### config.mk
export PLATFORM = sky130hd
export DESIGN_NAME = keyed_sip_hash_64
export DESIGN_NICKNAME = d
export VERILOG_FILES = /design/src/rtl/ksh_pkg.sv /design/src/rtl/keyed_sip_hash_64.sv /design/src/rtl/ksh_round.sv /design/src/rtl/ksh_core.sv
export SDC_FILE = /design/constraint.sdc
export NUM_CORES = 2
export LEC_CHECK = 0
export BUFFER_PORTS_ARGS = -buffer_cell sky130_fd_sc_hd__buf_2
export CORE_AREA = 2 2 389 275
export CTS_CLUSTER_DIAMETER = 60
export CTS_CLUSTER_SIZE = 20
export DETAILED_ROUTE_END_ITERATION = 16
export DIE_AREA = 0 0 391 277
export PLACE_DENSITY = 0.66
export SLEW_MARGIN = 20
export SYNTH_ARGS = -nofsm -noshare
export SYNTH_HDL_FRONTEND = slang
export SYNTH_HIERARCHICAL = 1
export SYNTH_SLANG_ARGS = --single-unit
### constraint.sdc
create_clock -name aclk -period 27.7 [get_ports aclk]
set_input_delay 5.54 -clock aclk [delete_from_list [all_inputs] [get_ports aclk]]
set_output_delay 5.54 -clock aclk [all_outputs]
set_load 0.01 [all_outputs]
### src/rtl/ksh_pkg.sv
// Shared types, constants and helpers for the keyed SipHash block.
package ksh_pkg;

    localparam int WORD_W = 64;
    localparam int TAIL_W = 3;
    localparam int CFG_IDX_W = 1;
    localparam int CNT_W = 4;

    // Configuration register indexes
    localparam logic [CFG_IDX_W-1:0] REG_KEY_LOW  = 1'd0;
    localparam logic [CFG_IDX_W-1:0] REG_KEY_HIGH = 1'd1;

    // Initialization constants
    localparam logic [WORD_W-1:0] INIT_C0 = 64'h736f6d6570736575;
    localparam logic [WORD_W-1:0] INIT_C1 = 64'h646f72616e646f6d;
    localparam logic [WORD_W-1:0] INIT_C2 = 64'h6c7967656e657261;
    localparam logic [WORD_W-1:0] INIT_C3 = 64'h7465646279746573;
    localparam logic [WORD_W-1:0] FIN_XOR = 64'h00000000000000ff;

    // Round schedule, counted from zero
    localparam logic [CNT_W-1:0] RND_ABSORB_END = 4'd1;
    localparam logic [CNT_W-1:0] RND_FIN_MID    = 4'd5;
    localparam logic [CNT_W-1:0] RND_FIN_END    = 4'd9;

    typedef struct packed {
        logic [WORD_W-1:0] v0;
        logic [WORD_W-1:0] v1;
        logic [WORD_W-1:0] v2;
        logic [WORD_W-1:0] v3;
    } ksh_lanes_t;

    // Core status toward the top level
    typedef struct packed {
        logic idle;
        logic done;
    } ksh_stat_t;

    function automatic logic [WORD_W-1:0] rotl(input logic [WORD_W-1:0] x,
                                               input int unsigned r);
        rotl = (x << r) | (x >> (WORD_W - r));
    endfunction

    function automatic ksh_lanes_t arm(input logic [WORD_W-1:0] k0,
                                       input logic [WORD_W-1:0] k1);
        arm.v0 = k0 ^ INIT_C0;
        arm.v1 = k1 ^ INIT_C1;
        arm.v2 = k0 ^ INIT_C2;
        arm.v3 = k1 ^ INIT_C3;
    endfunction

endpackage

### src/rtl/keyed_sip_hash_64.sv
// Keyed 64-bit SipHash variant: key registers, core and output register.
// A non-last word holds s_ready low until its absorb rounds are done.
// A last word runs 10 rounds; hash appears on m_valid the cycle after round 10.
// The core takes no new word until the rounds of the current word finish; this
//   is set by the single round unit that is reused for every round.
// Reset (aresetn low, synchronous) clears both keys, closes any open message
//   and drops m_valid; lanes reload from the keys when the next message starts.
module keyed_sip_hash_64 (
    input  logic                                aclk,
    input  logic                                aresetn,
    // input words
    input  logic                                s_valid,
    output logic                                s_ready,
    input  logic [ksh_pkg::WORD_W-1:0]          s_data_word,
    input  logic [ksh_pkg::TAIL_W-1:0]          s_tail_bytes,
    input  logic                                s_is_last,
    // hash results
    output logic                                m_valid,
    input  logic                                m_ready,
    output logic [ksh_pkg::WORD_W-1:0]          m_hash_value,
    // key writes
    input  logic                                cfg_wr_en,
    input  logic [ksh_pkg::CFG_IDX_W-1:0]       cfg_index,
    input  logic [ksh_pkg::WORD_W-1:0]          cfg_wdata
);

    logic [ksh_pkg::WORD_W-1:0] key_low_reg, key_low_next;
    logic [ksh_pkg::WORD_W-1:0] key_high_reg, key_high_next;
    logic                       m_valid_reg, m_valid_next;
    logic [ksh_pkg::WORD_W-1:0] hash_reg, hash_next;

    ksh_pkg::ksh_stat_t         stat;
    logic [ksh_pkg::WORD_W-1:0] core_hash;
    logic [ksh_pkg::CNT_W-1:0]  round_cnt;
    logic                       accept, out_free;

    assign s_ready  = stat.idle;
    assign accept   = s_valid && s_ready;
    // output register can take a new hash this cycle
    assign out_free = !m_valid_reg || m_ready;

    // Key writes land directly; a message in flight already holds its lanes,
    // so new keys only show at the next message start.
    always_comb begin
        key_low_next  = key_low_reg;
        key_high_next = key_high_reg;
        if (cfg_wr_en) begin
            case (cfg_index)
                ksh_pkg::REG_KEY_LOW:  key_low_next  = cfg_wdata;
                ksh_pkg::REG_KEY_HIGH: key_high_next = cfg_wdata;
                default: ;
            endcase
        end
    end

    ksh_core u_core (
        .aclk       (aclk),
        .aresetn    (aresetn),
        .start      (accept),
        .data_word  (s_data_word),
        .tail_bytes (s_tail_bytes),
        .is_last    (s_is_last),
        .key_low    (key_low_reg),
        .key_high   (key_high_reg),
        .out_free   (out_free),
        .stat       (stat),
        .hash       (core_hash),
        .round_cnt  (round_cnt)
    );

    // Output register: loads on the last round of a message, which the core
    // only runs once the register is free.
    always_comb begin
        m_valid_next = m_valid_reg;
        hash_next    = hash_reg;
        if (stat.done) begin
            m_valid_next = 1'b1;
            hash_next    = core_hash;
        end else if (m_ready) begin
            m_valid_next = 1'b0;
        end
    end

    always_ff @(posedge aclk) begin
        if (!aresetn) begin
            key_low_reg  <= '0;
            key_high_reg <= '0;
            m_valid_reg  <= 1'b0;
        end else begin
            key_low_reg  <= key_low_next;
            key_high_reg <= key_high_next;
            m_valid_reg  <= m_valid_next;
        end
    end

    always_ff @(posedge aclk) begin
        hash_reg <= hash_next;
    end

    assign m_valid      = m_valid_reg;
    assign m_hash_value = hash_reg;

    // an accepted word always occupies the round unit for the next cycle
    a_busy_after_accept: assert property (@(posedge aclk) disable iff (!aresetn)
        accept |=> !s_ready)
        else $error("core idle right after accepting a word");

    // round counter never runs past the finalization schedule
    a_round_bound: assert property (@(posedge aclk) disable iff (!aresetn)
        !stat.idle |-> (round_cnt <= ksh_pkg::RND_FIN_END))
        else $error("round counter out of range");

    // a hash is never produced into an occupied output register
    a_no_overwrite: assert property (@(posedge aclk) disable iff (!aresetn)
        stat.done |-> out_free)
        else $error("hash finished while output register full");

    // a new hash comes only from a busy core
    a_done_busy: assert property (@(posedge aclk) disable iff (!aresetn)
        stat.done |-> !s_ready)
        else $error("done raised while core idle");

endmodule

### src/rtl/ksh_round.sv
// One SipRound over the four lanes, shared by every round step.
module ksh_round (
    input  ksh_pkg::ksh_lanes_t lanes_in,
    output ksh_pkg::ksh_lanes_t lanes_out
);

    logic [ksh_pkg::WORD_W-1:0] a0, a1, a2, a3;
    logic [ksh_pkg::WORD_W-1:0] b0, b1, b2, b3;

    always_comb begin
        a0 = lanes_in.v0 + lanes_in.v1;
        a2 = lanes_in.v2 + lanes_in.v3;
        a1 = ksh_pkg::rotl(lanes_in.v1, 13) ^ a0;
        a3 = ksh_pkg::rotl(lanes_in.v3, 16) ^ a2;
        a0 = ksh_pkg::rotl(a0, 32);
        b2 = a2 + a1;
        b0 = a0 + a3;
        b1 = ksh_pkg::rotl(a1, 17) ^ b2;
        b3 = ksh_pkg::rotl(a3, 21) ^ b0;
        b2 = ksh_pkg::rotl(b2, 32);
        lanes_out.v0 = b0;
        lanes_out.v1 = b1;
        lanes_out.v2 = b2;
        lanes_out.v3 = b3;
    end

endmodule

### src/rtl/ksh_core.sv
// Lane registers, byte count and round sequencer around the shared round unit.
module ksh_core (
    input  logic                        aclk,
    input  logic                        aresetn,
    input  logic                        start,
    input  logic [ksh_pkg::WORD_W-1:0]  data_word,
    input  logic [ksh_pkg::TAIL_W-1:0]  tail_bytes,
    input  logic                        is_last,
    input  logic [ksh_pkg::WORD_W-1:0]  key_low,
    input  logic [ksh_pkg::WORD_W-1:0]  key_high,
    input  logic                        out_free,
    output ksh_pkg::ksh_stat_t          stat,
    output logic [ksh_pkg::WORD_W-1:0]  hash,
    output logic [ksh_pkg::CNT_W-1:0]   round_cnt
);

    localparam logic ST_IDLE = 1'b0;
    localparam logic ST_RUN  = 1'b1;

    logic                       state_reg, state_next;
    logic [ksh_pkg::CNT_W-1:0]  cnt_reg, cnt_next;
    logic                       open_reg, open_next;
    logic                       last_reg, last_next;
    ksh_pkg::ksh_lanes_t        lanes_reg, lanes_next;
    logic [ksh_pkg::WORD_W-1:0] word_reg, word_next;
    logic [ksh_pkg::WORD_W-1:0] count_reg, count_next;

    ksh_pkg::ksh_lanes_t        base, rnd;
    logic [ksh_pkg::WORD_W-1:0] mask, word_in, count_base;
    logic [ksh_pkg::CNT_W-1:0]  end_cnt;
    logic                       adv, done;

    ksh_round u_round (
        .lanes_in  (lanes_reg),
        .lanes_out (rnd)
    );

    // keep only the low tail bytes of a last word
    always_comb begin
        for (int b = 0; b < ksh_pkg::WORD_W / 8; b++) begin
            mask[8*b +: 8] = (is_last && (b >= int'(tail_bytes))) ? 8'h00 : 8'hff;
        end
        word_in = data_word & mask;
    end

    always_comb begin
        state_next = state_reg;
        cnt_next   = cnt_reg;
        open_next  = open_reg;
        last_next  = last_reg;
        lanes_next = lanes_reg;
        word_next  = word_reg;
        count_next = count_reg;
        done       = 1'b0;
        base       = open_reg ? lanes_reg : ksh_pkg::arm(key_low, key_high);
        count_base = open_reg ? count_reg : '0;
        end_cnt    = last_reg ? ksh_pkg::RND_FIN_END : ksh_pkg::RND_ABSORB_END;
        // final step waits until the output register is free
        adv        = !(last_reg && (cnt_reg == ksh_pkg::RND_FIN_END)) || out_free;

        case (state_reg)
            ST_IDLE: begin
                if (start) begin
                    lanes_next    = base;
                    lanes_next.v3 = base.v3 ^ word_in;
                    word_next     = word_in;
                    last_next     = is_last;
                    count_next    = count_base + (is_last
                                    ? {{(ksh_pkg::WORD_W-ksh_pkg::TAIL_W){1'b0}}, tail_bytes}
                                    : ksh_pkg::WORD_W'(8));
                    cnt_next      = '0;
                    state_next    = ST_RUN;
                end
            end
            ST_RUN: begin
                if (adv) begin
                    lanes_next = rnd;
                    if (cnt_reg == ksh_pkg::RND_ABSORB_END) begin
                        lanes_next.v0 = rnd.v0 ^ word_reg;
                        if (last_reg) begin
                            lanes_next.v2 = rnd.v2 ^ ksh_pkg::FIN_XOR;
                        end
                    end
                    if (last_reg && (cnt_reg == ksh_pkg::RND_FIN_MID)) begin
                        lanes_next.v0 = rnd.v0 ^ count_reg;
                    end
                    cnt_next = cnt_reg + 4'd1;
                    if (cnt_reg == end_cnt) begin
                        state_next = ST_IDLE;
                        open_next  = !last_reg;
                        done       = last_reg;
                    end
                end
            end
            default: begin
                state_next = ST_IDLE;
            end
        endcase
    end

    always_ff @(posedge aclk) begin
        if (!aresetn) begin
            state_reg <= ST_IDLE;
            cnt_reg   <= '0;
            open_reg  <= 1'b0;
            last_reg  <= 1'b0;
        end else begin
            state_reg <= state_next;
            cnt_reg   <= cnt_next;
            open_reg  <= open_next;
            last_reg  <= last_next;
        end
    end

    always_ff @(posedge aclk) begin
        lanes_reg <= lanes_next;
        word_reg  <= word_next;
        count_reg <= count_next;
    end

    assign stat.idle = (state_reg == ST_IDLE);
    assign stat.done = done;
    assign hash      = rnd.v0 ^ rnd.v1 ^ rnd.v2 ^ rnd.v3;
    assign round_cnt = cnt_reg;

endmodule
# Word level (Yosys, flattened, before mapping)
# Index checks and enable logic that the tools add are counted.
[totals]
wordCells = 111
out_inout_bits = 66
in_bits = 138
reg_bits = 584
[classes]
n_bitwise = 24
addsub = 6
n_reduce_logical = 22
mux = 31
n_eq_ne = 7
n_lt_le_gt_ge = 7
[ops]
columns = ["op", "n"]
rows = [
  ["256-bit two-way mux", 3],
  ["64-bit XOR", 10],
  ["256-bit case mux with 2 select lines", 1],
  ["64-bit adder", 5],
  ["64-bit two-way mux", 3],
  ["64-bit by 32-bit OR with 64-bit output", 2],
  ["8-bit two-way mux", 10],
  ["64-bit AND", 1],
  ["64-bit by 13-bit OR with 64-bit output", 1],
  ["64-bit by 16-bit OR with 64-bit output", 1],
  ["64-bit by 17-bit OR with 64-bit output", 1],
  ["64-bit by 21-bit OR with 64-bit output", 1],
  ["37-bit inverter", 1],
  ["35-bit inverter", 1],
  ["34-bit inverter", 1],
  ["32-bit inverter", 1],
  ["4-bit two-way mux", 4],
  ["1-bit logical AND", 10],
  ["3-bit greater-or-equal comparator (first input constant)", 3],
  ["1-bit two-way mux", 8],
  ["8-bit inverter", 1],
  ["4-bit case mux with 2 select lines", 1],
  ["2-bit AND reduction", 4],
  ["1-bit by 3-bit greater-or-equal comparator with 1-bit output (first input constant)", 2],
  ["other kinds (14)", 21],
]

# Depth between registers and ports, before layout
[logic_depth]
word_depth = 9
mapped_depth = 27
depth_no_buf = 27

# Hierarchy
# Netlist, hierarchy kept.
[by_module_without_submodules]
columns = ["module", "cells_per_inst", "n_inst", "area_per_inst_um2", "seq_area_each_um2"]
rows = [
  ["ksh_core", 1832, 1, 21166.6, 11671.2],
  ["ksh_round", 2666, 1, 18766.7, 0.0],
  ["keyed_sip_hash_64", 554, 1, 6799.0, 4504.3],
]

# Worst setup path after synthesis
# OpenSTA, ideal clock, no wires.
[synth_timing]
path_kind = "input port to flip-flop"
start = "input port s_valid"
end = "register u_core/lanes_reg[100] (netlist name) (enable)"
path_stages = 3
setup_time_ps = 1010
path_buffers = 0
t_arrival_ps = 19233
slack_ps = 7457
required_ps = 26690
cell_sequence = "and2_1 > nand2_1 > o21ai_0"
[synth_via]
elab_chain_len = 3
[synth_lines]
columns = ["element", "line_no", "rtl"]
rows = [
  ["start: declaration", "keyed_sip_hash_64.sv:12", "input logic s_valid,"],
  ["1-bit logical AND", "keyed_sip_hash_64.sv:38", "assign accept = s_valid && s_ready;"],
  ["2-bit by 1-bit != test with 1-bit output (no line)", "-", ""],
  ["3-bit AND reduction (no line)", "-", ""],
  ["end signal: assignment", "ksh_core.sv:116", "lanes_reg <= lanes_next;"],
  ["end: declaration", "ksh_core.sv:24", "ksh_pkg::ksh_lanes_t lanes_reg, lanes_next;"],
]
# No other way between the ends.
# A chain may end at the register's enable or synchronous reset.

==> results.sh <==
export IMPL_status="finished with violations"
export IMPL_violations="capacitance limit, slew limit"
export IMPL_critPathSlowestCell="a2111oi_1"
export IMPL_min_period_ns=9.70
export IMPL_core_um2=105000
export IMPL_synth_ff_type="edfxtp_1"
export IMPL_fmax_mhz=103
export IMPL_htreeDepth=2
export IMPL_tns_ns=0
export IMPL_multiInputGateArea_um2=29300
export IMPL_wl_per_cell_um=42.5
export IMPL_cts_tree="built"
export IMPL_critPathKind="register to register"
export IMPL_numPortBuffers=203
export IMPL_finalNetCount=5533
export IMPL_worstSetupStartpointType="register"
export IMPL_synth_top_cell_by_area="edfxtp_1"
export IMPL_ys_seq_area_share_pct=34.6
export IMPL_maxSlewViolCount=1
export IMPL_grt_pass1_wl_mm=363
export IMPL_cts_resized=0
export IMPL_holdBufCountCts=0
export IMPL_synth_seq_cells=584
export IMPL_clock_root_buffer="clkbuf_16"
export IMPL_cts_setup_buffers=0
export IMPL_worstMarginPinSlew_ns=1.49
export IMPL_path_max_fanout=6
export IMPL_vias=45474
export IMPL_path_cells="ha_1 > nand2_1 > a2111oi_1 > nand2_1 > a31oi_1 > a211oi_1 > buf_4 > nor2_1 > a21o_1 > or4_1 > nand4_1 > ha_1 > nand2_1 > nor2_1 > nand3_1 > nor3_1 > inv_1 > o31ai_1 > a21oi_1 > o21bai_1 > xor2_1 > xor2_1 > xor2_1 > xnor2_1"
export IMPL_arrival_ns=10.16
export IMPL_firstDrtPassIters=7
export IMPL_drc=0
export IMPL_crit_buf_inv=2
export IMPL_hold_path_class="register to register"
export IMPL_synthCells=5052
export IMPL_avgSynthCellArea_um2=9.25
export IMPL_crit_family="compound AO/OA/AOI/OAI gates"
export IMPL_grt_total_usage_pct=49.9
export IMPL_drive_gt1_share_pct=10.3
export IMPL_fp_dieArea_um2=108000
export IMPL_yosys_warnings=6
export IMPL_syn_num_nets=5453
export IMPL_endpoint_kind="register"
export IMPL_cp_slowest_stage_delay_ns=0.85
export IMPL_pin_count=204
export IMPL_syn_to_final_growth_pct=9.77
export IMPL_cts_buffers=56
export IMPL_synth_edf_count=448
export IMPL_finalCritPeriodShare_pct=35.0
export IMPL_ys_async_sr_fraction_pct=0
export IMPL_synthDistinctLibCells=98
export IMPL_worstPathRequired_ns=28.16
export IMPL_rsz0062_at_grt="no"
export IMPL_final_common_cell="nand2_1"
export IMPL_synth_area_um2=46700
export IMPL_relSlewSlack_pct=-0.234
export IMPL_die_width_um=391
export IMPL_regArea_um2=16200
export IMPL_fillCellCount=10021
export IMPL_fin_skew_ns=0.0946
export IMPL_die_h_um=277
export IMPL_grt_max_degree=106
export IMPL_synth_area_leaders="edfxtp_1 (29%), xor2_1 (8.5%), xnor2_1 (7.3%), ha_1 (6.9%), dfxtp_1 (5.8%)"
export IMPL_final_cell_mix="nand2_1 (623), edfxtp_1 (448), xor2_1 (443), xnor2_1 (383), a21oi_1 (348)"
export IMPL_max_cap_violations=1
export IMPL_overflow=0
export IMPL_viasPerCell=6.93
export IMPL_final_antenna_net_count=0
export IMPL_clkTransAtPathRegs_ns=0.08
export IMPL_drtIter0Drc=8186
export IMPL_insertion_delay_ns=0.71
export IMPL_hold_viol=0
export IMPL_rows=100
export IMPL_largest_reg_flops=256
export IMPL_dp_hpwl_mm=236
export IMPL_synth_top_cell_area_share_pct=28.8
export IMPL_cts_max_path_buffers=3
export IMPL_grt_pass1_vias=40189
export IMPL_setup_violations=0
export IMPL_gp_congestion=1.20
export IMPL_initial_core_util_pct=44.5
export IMPL_wirelength_mm=279
export IMPL_numClockSinks=584
export IMPL_antenna_found_initial=27
## routing by layer
layer  track usage [%]  part of all wire (%)
met1              66.6                    39
met2              62.7                    36
met3              25.8                    17
met4              29.9                   7.5
met5                 0                 0.071
## synth_stat cells (14+ instances only)
cell        n
nor2b_1    31
ha_1      258
a21boi_0   34
and3_1     34
nand2_1   625
edfxtp_1  448
and2_1     92
o22ai_1    38
inv_1     106
and4_1     16
mux2_2     65
o31ai_1    25
buf_2      35
a21o_1    203
a31oi_1    30
nor4_1     32
nand3_1    85
o21bai_1   76
a21oi_1   348
o21a_1     41
nand2b_1   33
nor3_1     59
dfxtp_1   136
o211ai_1   21
xnor2_1   391
clkbuf_1  200
a22oi_1    66
or4_1      14
xor3_1     15
xnor3_1    17
o21ai_0   248
a211oi_1   23
a22o_1     33
o21ai_1    25
nand4_1   117
or3_1      14
mux2i_1   145
xor2_1    456
or2_2      16
nor2_1    222
## cell type report
| cell class | instances | area share [%] |
|---|---|---|
| clock buffer | 68 | 3.02 |
| antenna | 10 | 0.0488 |
| inverter | 106 | 0.790 |
| clock inverter | 37 | 0.985 |
| timing repair buffer | 287 | 3.22 |
| multi-input combinational | 4097 | 57.0 |
| sequential | 584 | 31.5 |
| tap | 1377 | 3.36 |
## cell families after synthesis
| family | count (synthesis) | synth area share, % |
|---|---|---|
| and+or+nand+nor | 1427 | 14.6 |
| AOI/OAI and AO/OA | 1318 | 18.3 |
| xor gates and xnor gates | 879 | 17.5 |
| DFF | 584 | 34.6 |
| buffers and inverters | 371 | 3.30 |
| adders and majority gates | 263 | 7.12 |
| muxes | 210 | 4.67 |
## through the flow
| stage | setup WS (ns) | utilization (%) | instances | area [um^2] | hold slack, ns |
|---|---|---|---|---|---|
| after global placement | 18.67 | 46.7 | 6451 | 49100 | 0.443 |
| after global routing | 18.25 | 48.8 | 6556 | 51300 | 0.484 |
| final | 18.00 | 48.8 | 6566 | 51300 | 0.462 |
| after CTS | 18.59 | 48.7 | 6556 | 51200 | 0.461 |
| after detailed placement | 18.70 | 46.8 | 6451 | 49200 | 0.447 |
| after floorplan | 7.46 | - | 5052 | 46700 | 0.430 |
## final timing paths
| kind | from | end | slack (ns) | cells past startpoint |
|---|---|---|---|---|
| hold reg to reg | key_low_reg[0] | key_low_reg[0] | 0.46 | 2 |
| hold / removal | key_low_reg[0] | key_low_reg[0] | 0.46 | 2 |
| setup reg to reg | u_core/lanes_reg[204] | m_hash_value[41] | 18.00 | 24 |
| setup / recovery | u_core/lanes_reg[204] | m_hash_value[41] | 18.00 | 24 |
## worst min-delay path, stage by stage, from the launching register on
cell	delay (ns)
dfxtp_1	0.31
nand2_1	0.05
mux2i_1	0.05
Power is left out: the tool's default activity adds up to more than one toggle a clock period on the data nets, which glitch-free logic cannot reach.
